<file path="config.mk">
export PLATFORM = sky130hd
export DESIGN_NAME = serial_frame_receiver
export DESIGN_NICKNAME = d
export VERILOG_FILES = /design/src/rtl/sfr_pkg.sv /design/src/rtl/serial_frame_receiver.sv /design/src/rtl/sfr_parser.sv /design/src/rtl/sfr_result_q.sv
export SDC_FILE = /design/constraint.sdc
export NUM_CORES = 1
export LEC_CHECK = 0
export ABC_CLOCK_PERIOD_IN_PS = 8300
export BUFFER_PORTS_ARGS = -buffer_cell sky130_fd_sc_hd__clkbuf_2
export CAP_MARGIN = 40
export CORE_ASPECT_RATIO = 2
export CORE_MARGIN = 2
export CORE_UTILIZATION = 55
export CTS_BUF_LIST = sky130_fd_sc_hd__clkbuf_2
export DETAILED_ROUTE_END_ITERATION = 7
export GPL_TIMING_DRIVEN = 0
export PLACE_DENSITY = 0.83
export SLEW_MARGIN = 10
export SYNTH_ARGS = -nofsm -noshare
export SYNTH_HDL_FRONTEND = slang
export SYNTH_SLANG_ARGS = --single-unit
</file>
<file path="constraint.sdc">
create_clock -name clk -period 8.3 [get_ports clk]
set_input_delay 1.66 -clock clk [delete_from_list [all_inputs] [get_ports clk]]
set_output_delay 1.66 -clock clk [all_outputs]
set_load 0.03 [all_outputs]
</file>
<file path="src/rtl/sfr_pkg.sv">
package sfr_pkg;

  // framing bytes
  localparam logic [7:0] SYNC_A    = 8'hED;
  localparam logic [7:0] SYNC_B    = 8'hF0;
  localparam logic [7:0] BROADCAST = 8'hFF;

  // configuration register indexes
  localparam logic [1:0] REG_OWN_ADDRESS  = 2'd0;
  localparam logic [1:0] REG_LENGTH_LIMIT = 2'd1;

  // configuration reset values
  localparam logic [7:0]  OWN_ADDRESS_RESET  = 8'h00;
  localparam logic [15:0] LENGTH_LIMIT_RESET = 16'd256;

  // result kinds
  localparam logic [2:0] KIND_PAYLOAD   = 3'd0;
  localparam logic [2:0] KIND_FRAME_OK  = 3'd1;
  localparam logic [2:0] KIND_CHECK_ERR = 3'd2;
  localparam logic [2:0] KIND_LEN_ERR   = 3'd3;
  localparam logic [2:0] KIND_ADDR_ERR  = 3'd4;

  // parser phase
  typedef enum logic [3:0] {
    PH_SYNC1 = 4'd0,
    PH_SYNC2 = 4'd1,
    PH_SYNC3 = 4'd2,
    PH_ADDR  = 4'd3,
    PH_CMD   = 4'd4,
    PH_LENH  = 4'd5,
    PH_LENL  = 4'd6,
    PH_DATA  = 4'd7,
    PH_CHECK = 4'd8
  } phase_t;

  // one result word
  typedef struct packed {
    logic [2:0]  kind;
    logic [7:0]  data_byte;
    logic [7:0]  command;
    logic [15:0] payload_length;
  } result_t;

endpackage

</file>
<file path="src/rtl/serial_frame_receiver.sv">
// Serial frame receiver: takes one received byte per word on the input
// channel (in_valid / in_ready / rx_byte), finds frames that start with
// ED ED F0, checks address, length and XOR checksum, and emits payload
// bytes and one status word per frame on the output channel (out_valid /
// out_ready / kind, data_byte, command, payload_length).
// Configuration is a separate write channel (cfg_valid / cfg_ready /
// cfg_index / cfg_data): index 0 own address, index 1 length limit;
// cfg_ready is always high and writes should be made while idle.
// Throughput is one input word per cycle while in_ready is high; the
// parser decides each byte in a single pass of logic from its phase
// register to the result queue, where the result is registered.
// Results wait in a two-word queue, so input keeps flowing while a word
// waits; in_ready drops only when both queue words are held, i.e. when
// the downstream side stalls. No result is lost or repeated.
// Synchronous reset (rst) empties the queue, returns the parser to the
// sync hunt and sets own address 0 and length limit 256.
module serial_frame_receiver (
  input  logic        clk,
  input  logic        rst,
  input  logic        in_valid,
  output logic        in_ready,
  input  logic [7:0]  rx_byte,
  output logic        out_valid,
  input  logic        out_ready,
  output logic [2:0]  kind,
  output logic [7:0]  data_byte,
  output logic [7:0]  command,
  output logic [15:0] payload_length,
  input  logic        cfg_valid,
  output logic        cfg_ready,
  input  logic [1:0]  cfg_index,
  input  logic [15:0] cfg_data
);

  logic             byte_fire;
  logic             res_valid;
  sfr_pkg::result_t res;
  sfr_pkg::result_t head;
  logic             not_full;

  assign cfg_ready = 1'b1;
  assign in_ready  = not_full;
  assign byte_fire = in_valid && not_full;

  // byte parser with frame state
  sfr_parser u_parser (
    .clk       (clk),
    .rst       (rst),
    .byte_fire (byte_fire),
    .rx_byte   (rx_byte),
    .cfg_fire  (cfg_valid),
    .cfg_index (cfg_index),
    .cfg_data  (cfg_data),
    .res_valid (res_valid),
    .res       (res)
  );

  // result queue towards the output channel
  sfr_result_q u_result_q (
    .clk        (clk),
    .rst        (rst),
    .push       (byte_fire && res_valid),
    .push_res   (res),
    .not_full   (not_full),
    .head_valid (out_valid),
    .pop        (out_valid && out_ready),
    .head       (head)
  );

  assign kind           = head.kind;
  assign data_byte      = head.data_byte;
  assign command        = head.command;
  assign payload_length = head.payload_length;

endmodule

</file>
<file path="src/rtl/sfr_parser.sv">
module sfr_parser (
  input  logic             clk,
  input  logic             rst,
  input  logic             byte_fire,
  input  logic [7:0]       rx_byte,
  input  logic             cfg_fire,
  input  logic [1:0]       cfg_index,
  input  logic [15:0]      cfg_data,
  output logic             res_valid,
  output sfr_pkg::result_t res
);

  sfr_pkg::phase_t phase, phase_next;
  logic [7:0]  own_address;
  logic [15:0] length_limit;
  logic [7:0]  frame_command, frame_command_next;
  logic [7:0]  len_high, len_high_next;
  logic [15:0] frame_length, frame_length_next;
  logic [15:0] bytes_seen, bytes_seen_next;
  logic [7:0]  running_xor, running_xor_next;
  logic [15:0] len_full;
  logic [15:0] seen_inc;

  assign len_full = {len_high, rx_byte};
  assign seen_inc = bytes_seen + 16'd1;

  // configuration registers
  always_ff @(posedge clk) begin
    if (rst) begin
      own_address  <= sfr_pkg::OWN_ADDRESS_RESET;
      length_limit <= sfr_pkg::LENGTH_LIMIT_RESET;
    end else if (cfg_fire) begin
      if (cfg_index == sfr_pkg::REG_OWN_ADDRESS) begin
        own_address <= cfg_data[7:0];
      end else if (cfg_index == sfr_pkg::REG_LENGTH_LIMIT) begin
        length_limit <= cfg_data;
      end
    end
  end

  // frame state
  always_ff @(posedge clk) begin
    if (rst) begin
      phase         <= sfr_pkg::PH_SYNC1;
      frame_command <= '0;
      len_high      <= '0;
      frame_length  <= '0;
      bytes_seen    <= '0;
      running_xor   <= '0;
    end else if (byte_fire) begin
      phase         <= phase_next;
      frame_command <= frame_command_next;
      len_high      <= len_high_next;
      frame_length  <= frame_length_next;
      bytes_seen    <= bytes_seen_next;
      running_xor   <= running_xor_next;
    end
  end

  // next state and result for the incoming byte
  always_comb begin
    phase_next         = phase;
    frame_command_next = frame_command;
    len_high_next      = len_high;
    frame_length_next  = frame_length;
    bytes_seen_next    = bytes_seen;
    running_xor_next   = running_xor;
    res_valid          = 1'b0;
    res.kind           = sfr_pkg::KIND_PAYLOAD;
    res.data_byte      = '0;
    res.command        = frame_command;
    res.payload_length = frame_length;
    unique case (phase)
      sfr_pkg::PH_SYNC2: begin
        if (rx_byte == sfr_pkg::SYNC_A) begin
          phase_next = sfr_pkg::PH_SYNC3;
        end else begin
          phase_next = sfr_pkg::PH_SYNC1;
        end
      end
      sfr_pkg::PH_SYNC3: begin
        if (rx_byte == sfr_pkg::SYNC_B) begin
          phase_next = sfr_pkg::PH_ADDR;
        end else if (rx_byte == sfr_pkg::SYNC_A) begin
          phase_next = sfr_pkg::PH_SYNC2;
        end else begin
          phase_next = sfr_pkg::PH_SYNC1;
        end
      end
      sfr_pkg::PH_ADDR: begin
        if (rx_byte != sfr_pkg::BROADCAST && rx_byte != own_address) begin
          phase_next         = sfr_pkg::PH_SYNC1;
          res_valid          = 1'b1;
          res.kind           = sfr_pkg::KIND_ADDR_ERR;
          res.command        = '0;
          res.payload_length = '0;
        end else begin
          running_xor_next = rx_byte;
          phase_next       = sfr_pkg::PH_CMD;
        end
      end
      sfr_pkg::PH_CMD: begin
        frame_command_next = rx_byte;
        running_xor_next   = running_xor ^ rx_byte;
        phase_next         = sfr_pkg::PH_LENH;
      end
      sfr_pkg::PH_LENH: begin
        len_high_next    = rx_byte;
        running_xor_next = running_xor ^ rx_byte;
        phase_next       = sfr_pkg::PH_LENL;
      end
      sfr_pkg::PH_LENL: begin
        frame_length_next = len_full;
        running_xor_next  = running_xor ^ rx_byte;
        bytes_seen_next   = '0;
        if (len_full >= length_limit) begin
          phase_next         = sfr_pkg::PH_SYNC1;
          res_valid          = 1'b1;
          res.kind           = sfr_pkg::KIND_LEN_ERR;
          res.payload_length = len_full;
        end else if (len_full == 16'd0) begin
          phase_next = sfr_pkg::PH_CHECK;
        end else begin
          phase_next = sfr_pkg::PH_DATA;
        end
      end
      sfr_pkg::PH_DATA: begin
        running_xor_next = running_xor ^ rx_byte;
        bytes_seen_next  = seen_inc;
        if (seen_inc >= frame_length) begin
          phase_next = sfr_pkg::PH_CHECK;
        end
        res_valid     = 1'b1;
        res.kind      = sfr_pkg::KIND_PAYLOAD;
        res.data_byte = rx_byte;
      end
      sfr_pkg::PH_CHECK: begin
        phase_next = sfr_pkg::PH_SYNC1;
        res_valid  = 1'b1;
        res.kind   = (rx_byte == running_xor) ? sfr_pkg::KIND_FRAME_OK
                                              : sfr_pkg::KIND_CHECK_ERR;
      end
      default: begin
        // first sync byte hunt, also for unused codes
        if (rx_byte == sfr_pkg::SYNC_A) begin
          phase_next = sfr_pkg::PH_SYNC2;
        end else begin
          phase_next = sfr_pkg::PH_SYNC1;
        end
      end
    endcase
  end

endmodule

</file>
<file path="src/rtl/sfr_result_q.sv">
module sfr_result_q (
  input  logic             clk,
  input  logic             rst,
  input  logic             push,
  input  sfr_pkg::result_t push_res,
  output logic             not_full,
  output logic             head_valid,
  input  logic             pop,
  output sfr_pkg::result_t head
);

  logic [1:0] count, count_next;
  sfr_pkg::result_t slot0, slot0_next;
  sfr_pkg::result_t slot1, slot1_next;

  assign not_full   = (count != 2'd2);
  assign head_valid = (count != 2'd0);
  assign head       = slot0;

  // occupancy
  always_ff @(posedge clk) begin
    if (rst) begin
      count <= '0;
    end else begin
      count <= count_next;
    end
  end

  // storage, no reset needed
  always_ff @(posedge clk) begin
    slot0 <= slot0_next;
    slot1 <= slot1_next;
  end

  // two-word queue update
  always_comb begin
    count_next = count;
    slot0_next = slot0;
    slot1_next = slot1;
    unique case ({push, pop})
      2'b10: begin
        if (count == 2'd0) begin
          slot0_next = push_res;
        end else begin
          slot1_next = push_res;
        end
        count_next = count + 2'd1;
      end
      2'b01: begin
        slot0_next = slot1;
        count_next = count - 2'd1;
      end
      2'b11: begin
        if (count == 2'd1) begin
          slot0_next = push_res;
        end else begin
          slot0_next = slot1;
          slot1_next = push_res;
        end
      end
      default: begin
        count_next = count;
      end
    endcase
  end

endmodule

</file>
After elaboration in Yosys (flattened, before gate mapping)
Cells that the tools add are included.
{"block": "totals", "regBits": 156, "inputBits": 31}
{"block": "classes", "add_sub_neg": 3, "n_lt_le_gt_ge": 2, "eq_ne": 24, "muxes": 30, "bitwise": 2, "reduce_logical": 25}
{"operator": "$mux 35", "n": 4}
{"operator": "$pmux 35 s3", "n": 1}
{"operator": "$pmux 35 s2", "n": 1}
{"operator": "$pmux 16 s2", "n": 2}
{"operator": "$ge 16x16->1", "n": 2}
{"operator": "$pmux 4 s8", "n": 1}
{"operator": "$mux 24", "n": 1}
{"operator": "$mux 8", "n": 3}
{"operator": "$add 16x1->16 const B", "n": 1}
{"operator": "$eq 4x3->1 const B", "n": 4}
{"operator": "$eq 8x8->1 const B", "n": 2}
{"operator": "$logic_not 16->1", "n": 1}
{"operator": "$mux 16", "n": 1}
{"operator": "$mux 4", "n": 4}
{"operator": "$pmux 8 s2", "n": 1}
{"operator": "$reduce_and 2->1", "n": 7}
{"operator": "$reduce_bool 2->1", "n": 5}
{"operator": "$pmux 3 s3", "n": 1}
{"operator": "$reduce_and 3->1", "n": 3}
{"operator": "$eq 4x2->1 const B", "n": 2}
{"operator": "$eq 8x8->1", "n": 1}
{"operator": "$ne 2x2->1 const B", "n": 4}
{"operator": "$ne 8x8->1", "n": 1}
{"operator": "$ne 8x8->1 const B", "n": 1}
{"operator": "other kinds (19)", "n": 32}

Depth between registers and ports, before layout
{"block": "depth", "word_depth": 8, "depth_mapped": 17}

Modules after synthesis
Synthesis repeated with hierarchy kept, for this count alone.
{"block": "hier_totals", "cells_unflattened": 832, "area_unflattened_um2": 8141.6}
{"module": "sfr_parser", "instances": 1, "cells_per_inst": 650, "area_per_inst_um2": 5202.5, "seq_area_each_um2": 1681.6}
{"module": "sfr_result_q", "instances": 1, "cells_per_inst": 177, "area_per_inst_um2": 2909.0, "seq_area_each_um2": 2142.1}
{"module": "serial_frame_receiver", "instances": 1, "cells_per_inst": 5, "area_per_inst_um2": 30.0, "seq_area_each_um2": 0.0}

Worst setup path before layout
No wires, ideal clock.
{"block": "synth_timing", "kind": "input to register", "start": "in rx_byte[0]", "end": "reg u_result_q.slot0 (netlist bit u_result_q.head[0]), enable pin", "setup_ns": 0.480, "t_arrival_ns": 6.046, "required_ns": 7.820, "slack_ns": 1.774, "cell_stages": 11, "path_buffers": 3, "cell_sequence": "clkbuf_1 inv_1 ha_1 nand2b_4 a2111oi_4 a2111oi_1 or4b_1 buf_6 buf_2 a21oi_1 o31ai_1"}
{"block": "synth_via", "elab_chain_len": 8}
{"element": "from (decl)", "line_no": "serial_frame_receiver.sv:22", "text": "input logic [7:0] rx_byte,"}
{"element": "parallel branches: the longest is 3 deep, another holds $ge 16x16->1"}
{"element": "$pmux 1 s3 (*)", "line_no": "sfr_parser.sv:73", "text": "unique case (phase)"}
{"element": "$logic_and 1x1->1 (*)", "line_no": "serial_frame_receiver.sv:62", "text": ".push (byte_fire && res_valid),"}
{"element": "$eq 2x2->1 / $eq 2x1->1 (equally long branches)", "line_no": "sfr_result_q.sv:40", "text": "unique case ({push, pop})"}
{"element": "$ne 2x1->1 (no line) / $reduce_bool 3->1 (equally long branches)"}
{"element": "$reduce_and 2->1 (no line) (*)"}
{"element": "to (signal assigned)", "line_no": "sfr_result_q.sv:31", "text": "slot0 <= slot0_next;"}
{"element": "to (decl)", "line_no": "sfr_result_q.sv:13", "text": "sfr_pkg::result_t slot0, slot0_next;"}
Mark *: on every way between the ends.
A chain may end at the register's enable or synchronous reset.

==> flow_results.org <==
** Job
- Number of maximum-capacitance constraint violations :: 0

** Finish
- Sequential Area :: 3820 um2
- Nets@finish :: 997
- Of the cells placed in the final design, the portion with a size suffix greater than 1 is 0.127.
- The filler cells instantiated in the layout total 1231.
- Synthesis-to-finish area growth :: 11.5%
- Multi-input logic area :: 3830 um2

** Drt
- Detailed-route DRC error count :: 0
- Number of vias per cell after detailed routing :: 5.97
- Total Wirelength :: 19700 um
- Once detail routing completed, the nets flagged for antenna violations numbered 0.
- Summing over every cut layer, the via total after detailed routing is 6768.
- For this block, the initial DRC count from the detailed router was 577.
- Drt pass-1 iters :: 8
- Routed wire length per instance :: 17.4 um

** Placement
- At the end of routability-driven placement, the weighted congestion stood at 0.927.
- Detailed placement ended at an HPWL of 14800 um.
- # port buffers :: 66

** Clocking
- CTS tree :: built
- # Post-CTS Setup Buffers :: 0
- The number of gates resized after CTS was 0.
- The clock drives 156 sinks.
- Clock latency on the worst-skew pair, taken at its later pin, is 0.79 ns.
- CTS built an H-tree with a depth of 4.
- Bufs on Longest Clock Path :: 2
- Clock transition at the registers of the reported paths :: 0.24 ns
- In this run, post-CTS hold repair placed 0 buffers.
- The tree is rooted in a sky130_fd_sc_hd__clkbuf_2.
- TritonCTS created 17 clock buffers.

** Status
- The flow ran to the end, and the final reports show no timing, DRC or antenna violations.

** Global route
- The first global-routing pass estimated 31700 um of wire.
- Entering global routing, the biggest net connects 26 pins.
- The number of antenna violations at the first check in global routing came to 1.
- GRT Util Overall :: 0.265
- GRT Residual Overflow :: 0
- The number of global-route vias before repair was 6590.

** Timing
- Time the final worst path needs with I/O delays and setup :: 6.28 ns
- The final count of hold timing violations was 0.
- Measured against its own limit, the worst slew margin works out to 0.424.
- Static timing analysis puts the maximum clock frequency at 159 MHz.
- The final max-slew violation count was 0.
- Worst Hold Slack :: 0.469 ns
- Setup TNS Final :: 0 ns
- Final setup violating endpoints :: 0
- Of the available clock period, the critical path in the final layout requires 0.757.
- RSZ-0062 raised after global routing :: false
- Between clock sinks in the finished design, the worst skew comes to 0.0358 ns.
- For the pin with the worst max-slew slack, the measured transition is 0.863 ns.

** Die
- For this configuration, the core starts out at a cell density of 0.559.
- Width of the chip :: 89.4 um
- The die covers 15600 um2.
- The floorplan step set the die height to 175 um.
- For this design the top-level I/O count stands at 69.
- The region available for standard cell placement spans 14400 um2.
- The floorplan has 62 rows.

** Power and ir drop
- Overall power after layout :: 0.00194 W
- Across the VDD grid, the largest voltage drop is 0.000112 V.
- For this design the ratio of total power to cell area is 216 nW/um2.
- Leak :: 3.64 nW

** Setup path
- Required time of the critical path :: 8.87 ns
- In this design, the largest share of critical-path delay is due to compound AO/OA/AOI/OAI gates.
- Type of the setup path with the least slack :: in2reg
- Chain of cells forming the critical path :: clkbuf_2 -> clkbuf_1 -> inv_1 -> ha_1 -> nand2b_4 -> a2111oi_4 -> a2111oi_1 -> or4b_1 -> buf_6 -> buf_2 -> a21oi_1 -> nor2_1 -> ha_1 -> a21oi_1 -> nor2_1 -> clkbuf_1 -> a32o_1 -> a21o_1
- Slowest cell on the critical path :: sky130_fd_sc_hd__a21oi_1
- WP buf/inv :: 6
- CP max FO :: 10
- Crit-path max cell delay :: 0.66 ns
- Startpoint class of the critical path :: primary input
- CP Capture Type :: register
- Data arrives at the worst endpoint at 6.85 ns.

** Yosys
- Main area contributors after synthesis :: sky130_fd_sc_hd__edfxtp_1 26%, sky130_fd_sc_hd__dfxtp_1 21%, sky130_fd_sc_hd__ha_1 6.1%
- Synth async-reset ratio :: 0
- Sequential-to-total area share from yosys stat :: 0.476
- Synthesized area :: 8030 um2
- Of the post-synthesis cell area, the dominant cell type holds 0.262.
- After synthesis, the mean cell area works out to 9.57 um2.
- Yosys mapped a number of flops with a built-in enable equal to 70.
- During synthesis, Yosys emitted a total of 0 warnings.
- Most numerous cell types in the synthesized netlist :: 93 x sky130_fd_sc_hd__nor2_1, 86 x sky130_fd_sc_hd__dfxtp_1, 74 x sky130_fd_sc_hd__nand2_1
- Cell type with the largest total area after synthesis :: sky130_fd_sc_hd__edfxtp_1
- Syn nets :: 909
- Total of flip-flops plus latches after synthesis :: 156
- Most instantiated flip-flop cell in the synthesis netlist :: sky130_fd_sc_hd__dfxtp_1
- Gate count after technology mapping :: 839
- sky130_fd_sc_hd__nor2_1 is the most common cell in the netlist.
- The synthesized netlist contains 55 unique library cells.

** Min path
- The min-delay analysis places its worst path in the category reg2reg.
[where the power goes]
part	internal, W	leakage [nW]	switching [W]
sequential	0.000922	1.36	0.0000283
clock	0.000182	0.172	0.000303
combinational	0.000141	2.11	0.000360
[placed cells by master, fill, tap and decap left out, types with 11 or more instances in the layout]
cell                       instances
sky130_fd_sc_hd__and2_1           16
sky130_fd_sc_hd__a32o_1           17
sky130_fd_sc_hd__mux2i_1          31
sky130_fd_sc_hd__ha_1             39
sky130_fd_sc_hd__clkbuf_1         41
sky130_fd_sc_hd__xor2_1           11
sky130_fd_sc_hd__nor3_1           15
sky130_fd_sc_hd__clkbuf_2         83
sky130_fd_sc_hd__a21oi_1          59
sky130_fd_sc_hd__edfxtp_1         70
sky130_fd_sc_hd__nand2_1          74
sky130_fd_sc_hd__a21o_1           22
sky130_fd_sc_hd__a22o_1           17
sky130_fd_sc_hd__o21ai_0          24
sky130_fd_sc_hd__inv_1            40
sky130_fd_sc_hd__dfxtp_1          86
sky130_fd_sc_hd__and3_1           11
sky130_fd_sc_hd__o31ai_1          16
sky130_fd_sc_hd__xnor2_1          21
sky130_fd_sc_hd__nor2_1           93
sky130_fd_sc_hd__nand3_1          38
[worst register-to-register path, delay by kind of cell (launching register included)]
family                     cells  cell delay, ns
DFF                            1            0.62
AOI/OAI and AO/OA              6            1.75
and+or+nand+nor                4            1.05
buffers and inverters          3            0.69
adders and majority gates      2            0.62
[sequential cells by signal, summed over array words and instances (netlist names)]
name and cells:
u_result_q.count 2, u_parser.phase 4, u_result_q.head 35, u_parser.running_xor 8, u_parser.frame_command 8, u_parser.own_address 8
u_parser.bytes_seen 16, u_parser.len_high 8, u_parser.frame_length 16, u_result_q.slot1 35, u_parser.length_limit 16
[final timing paths]
path,startpoint,to,slack [ns],cells after the start
max,rx_byte[0],u_result_q.head[3],2.02,18
max reg2reg,u_parser.len_high[1],u_result_q.head[3],3.36,15
min,u_parser.length_limit[1],u_parser.length_limit[1],0.47,2
min reg2reg,u_parser.length_limit[1],u_parser.length_limit[1],0.47,2
[kinds of logic (layout without fill, tap and decap cells)]
| group | after synthesis | after routing | synth area share |
|---|---|---|---|
| muxes | 31 | 31 | 0.0387 |
| other | 1 | 2 | 0.000467 |
| xor gates and xnor gates | 32 | 32 | 0.0349 |
| AOI/OAI and AO/OA | 191 | 191 | 0.167 |
| buffers and inverters | 98 | 199 | 0.0494 |
| adders and majority gates | 39 | 39 | 0.0608 |
| DFF | 156 | 156 | 0.476 |
| and+or+nand+nor | 291 | 291 | 0.172 |
[cell type report]
type	instances	area share
multi-input cells	585	0.428
flip-flops and latches	156	0.427
repair buffers	69	0.0414
plain buffers	57	0.0271
well taps	192	0.0269
clock inverters	15	0.0221
inverters	41	0.0172
clock buffers	17	0.00951
diodes	1	0.000280
[stage by stage]
step	cells	instance area [um2]	utilization	setup WS, ns
after global routing	1133	8950	0.623	1.74
after CTS	1132	8940	0.623	2.04
final	1133	8950	0.623	2.02
after global placement	1097	8600	0.599	0.0981
after detailed placement	1100	8660	0.603	1.20
after floorplan	839	8030	-	1.77
[layer usage]
layer	wire length [um]	share of wire	global-route usage	vias up
met4	1340	0.068	0.169	0
met3	1070	0.054	0.0458	94
met5	0	0	0	-
met1	6790	0.34	0.270	3169
li1	-	-	-	3206
met2	10500	0.53	0.475	299
Power figures use the tool's default switching activity.
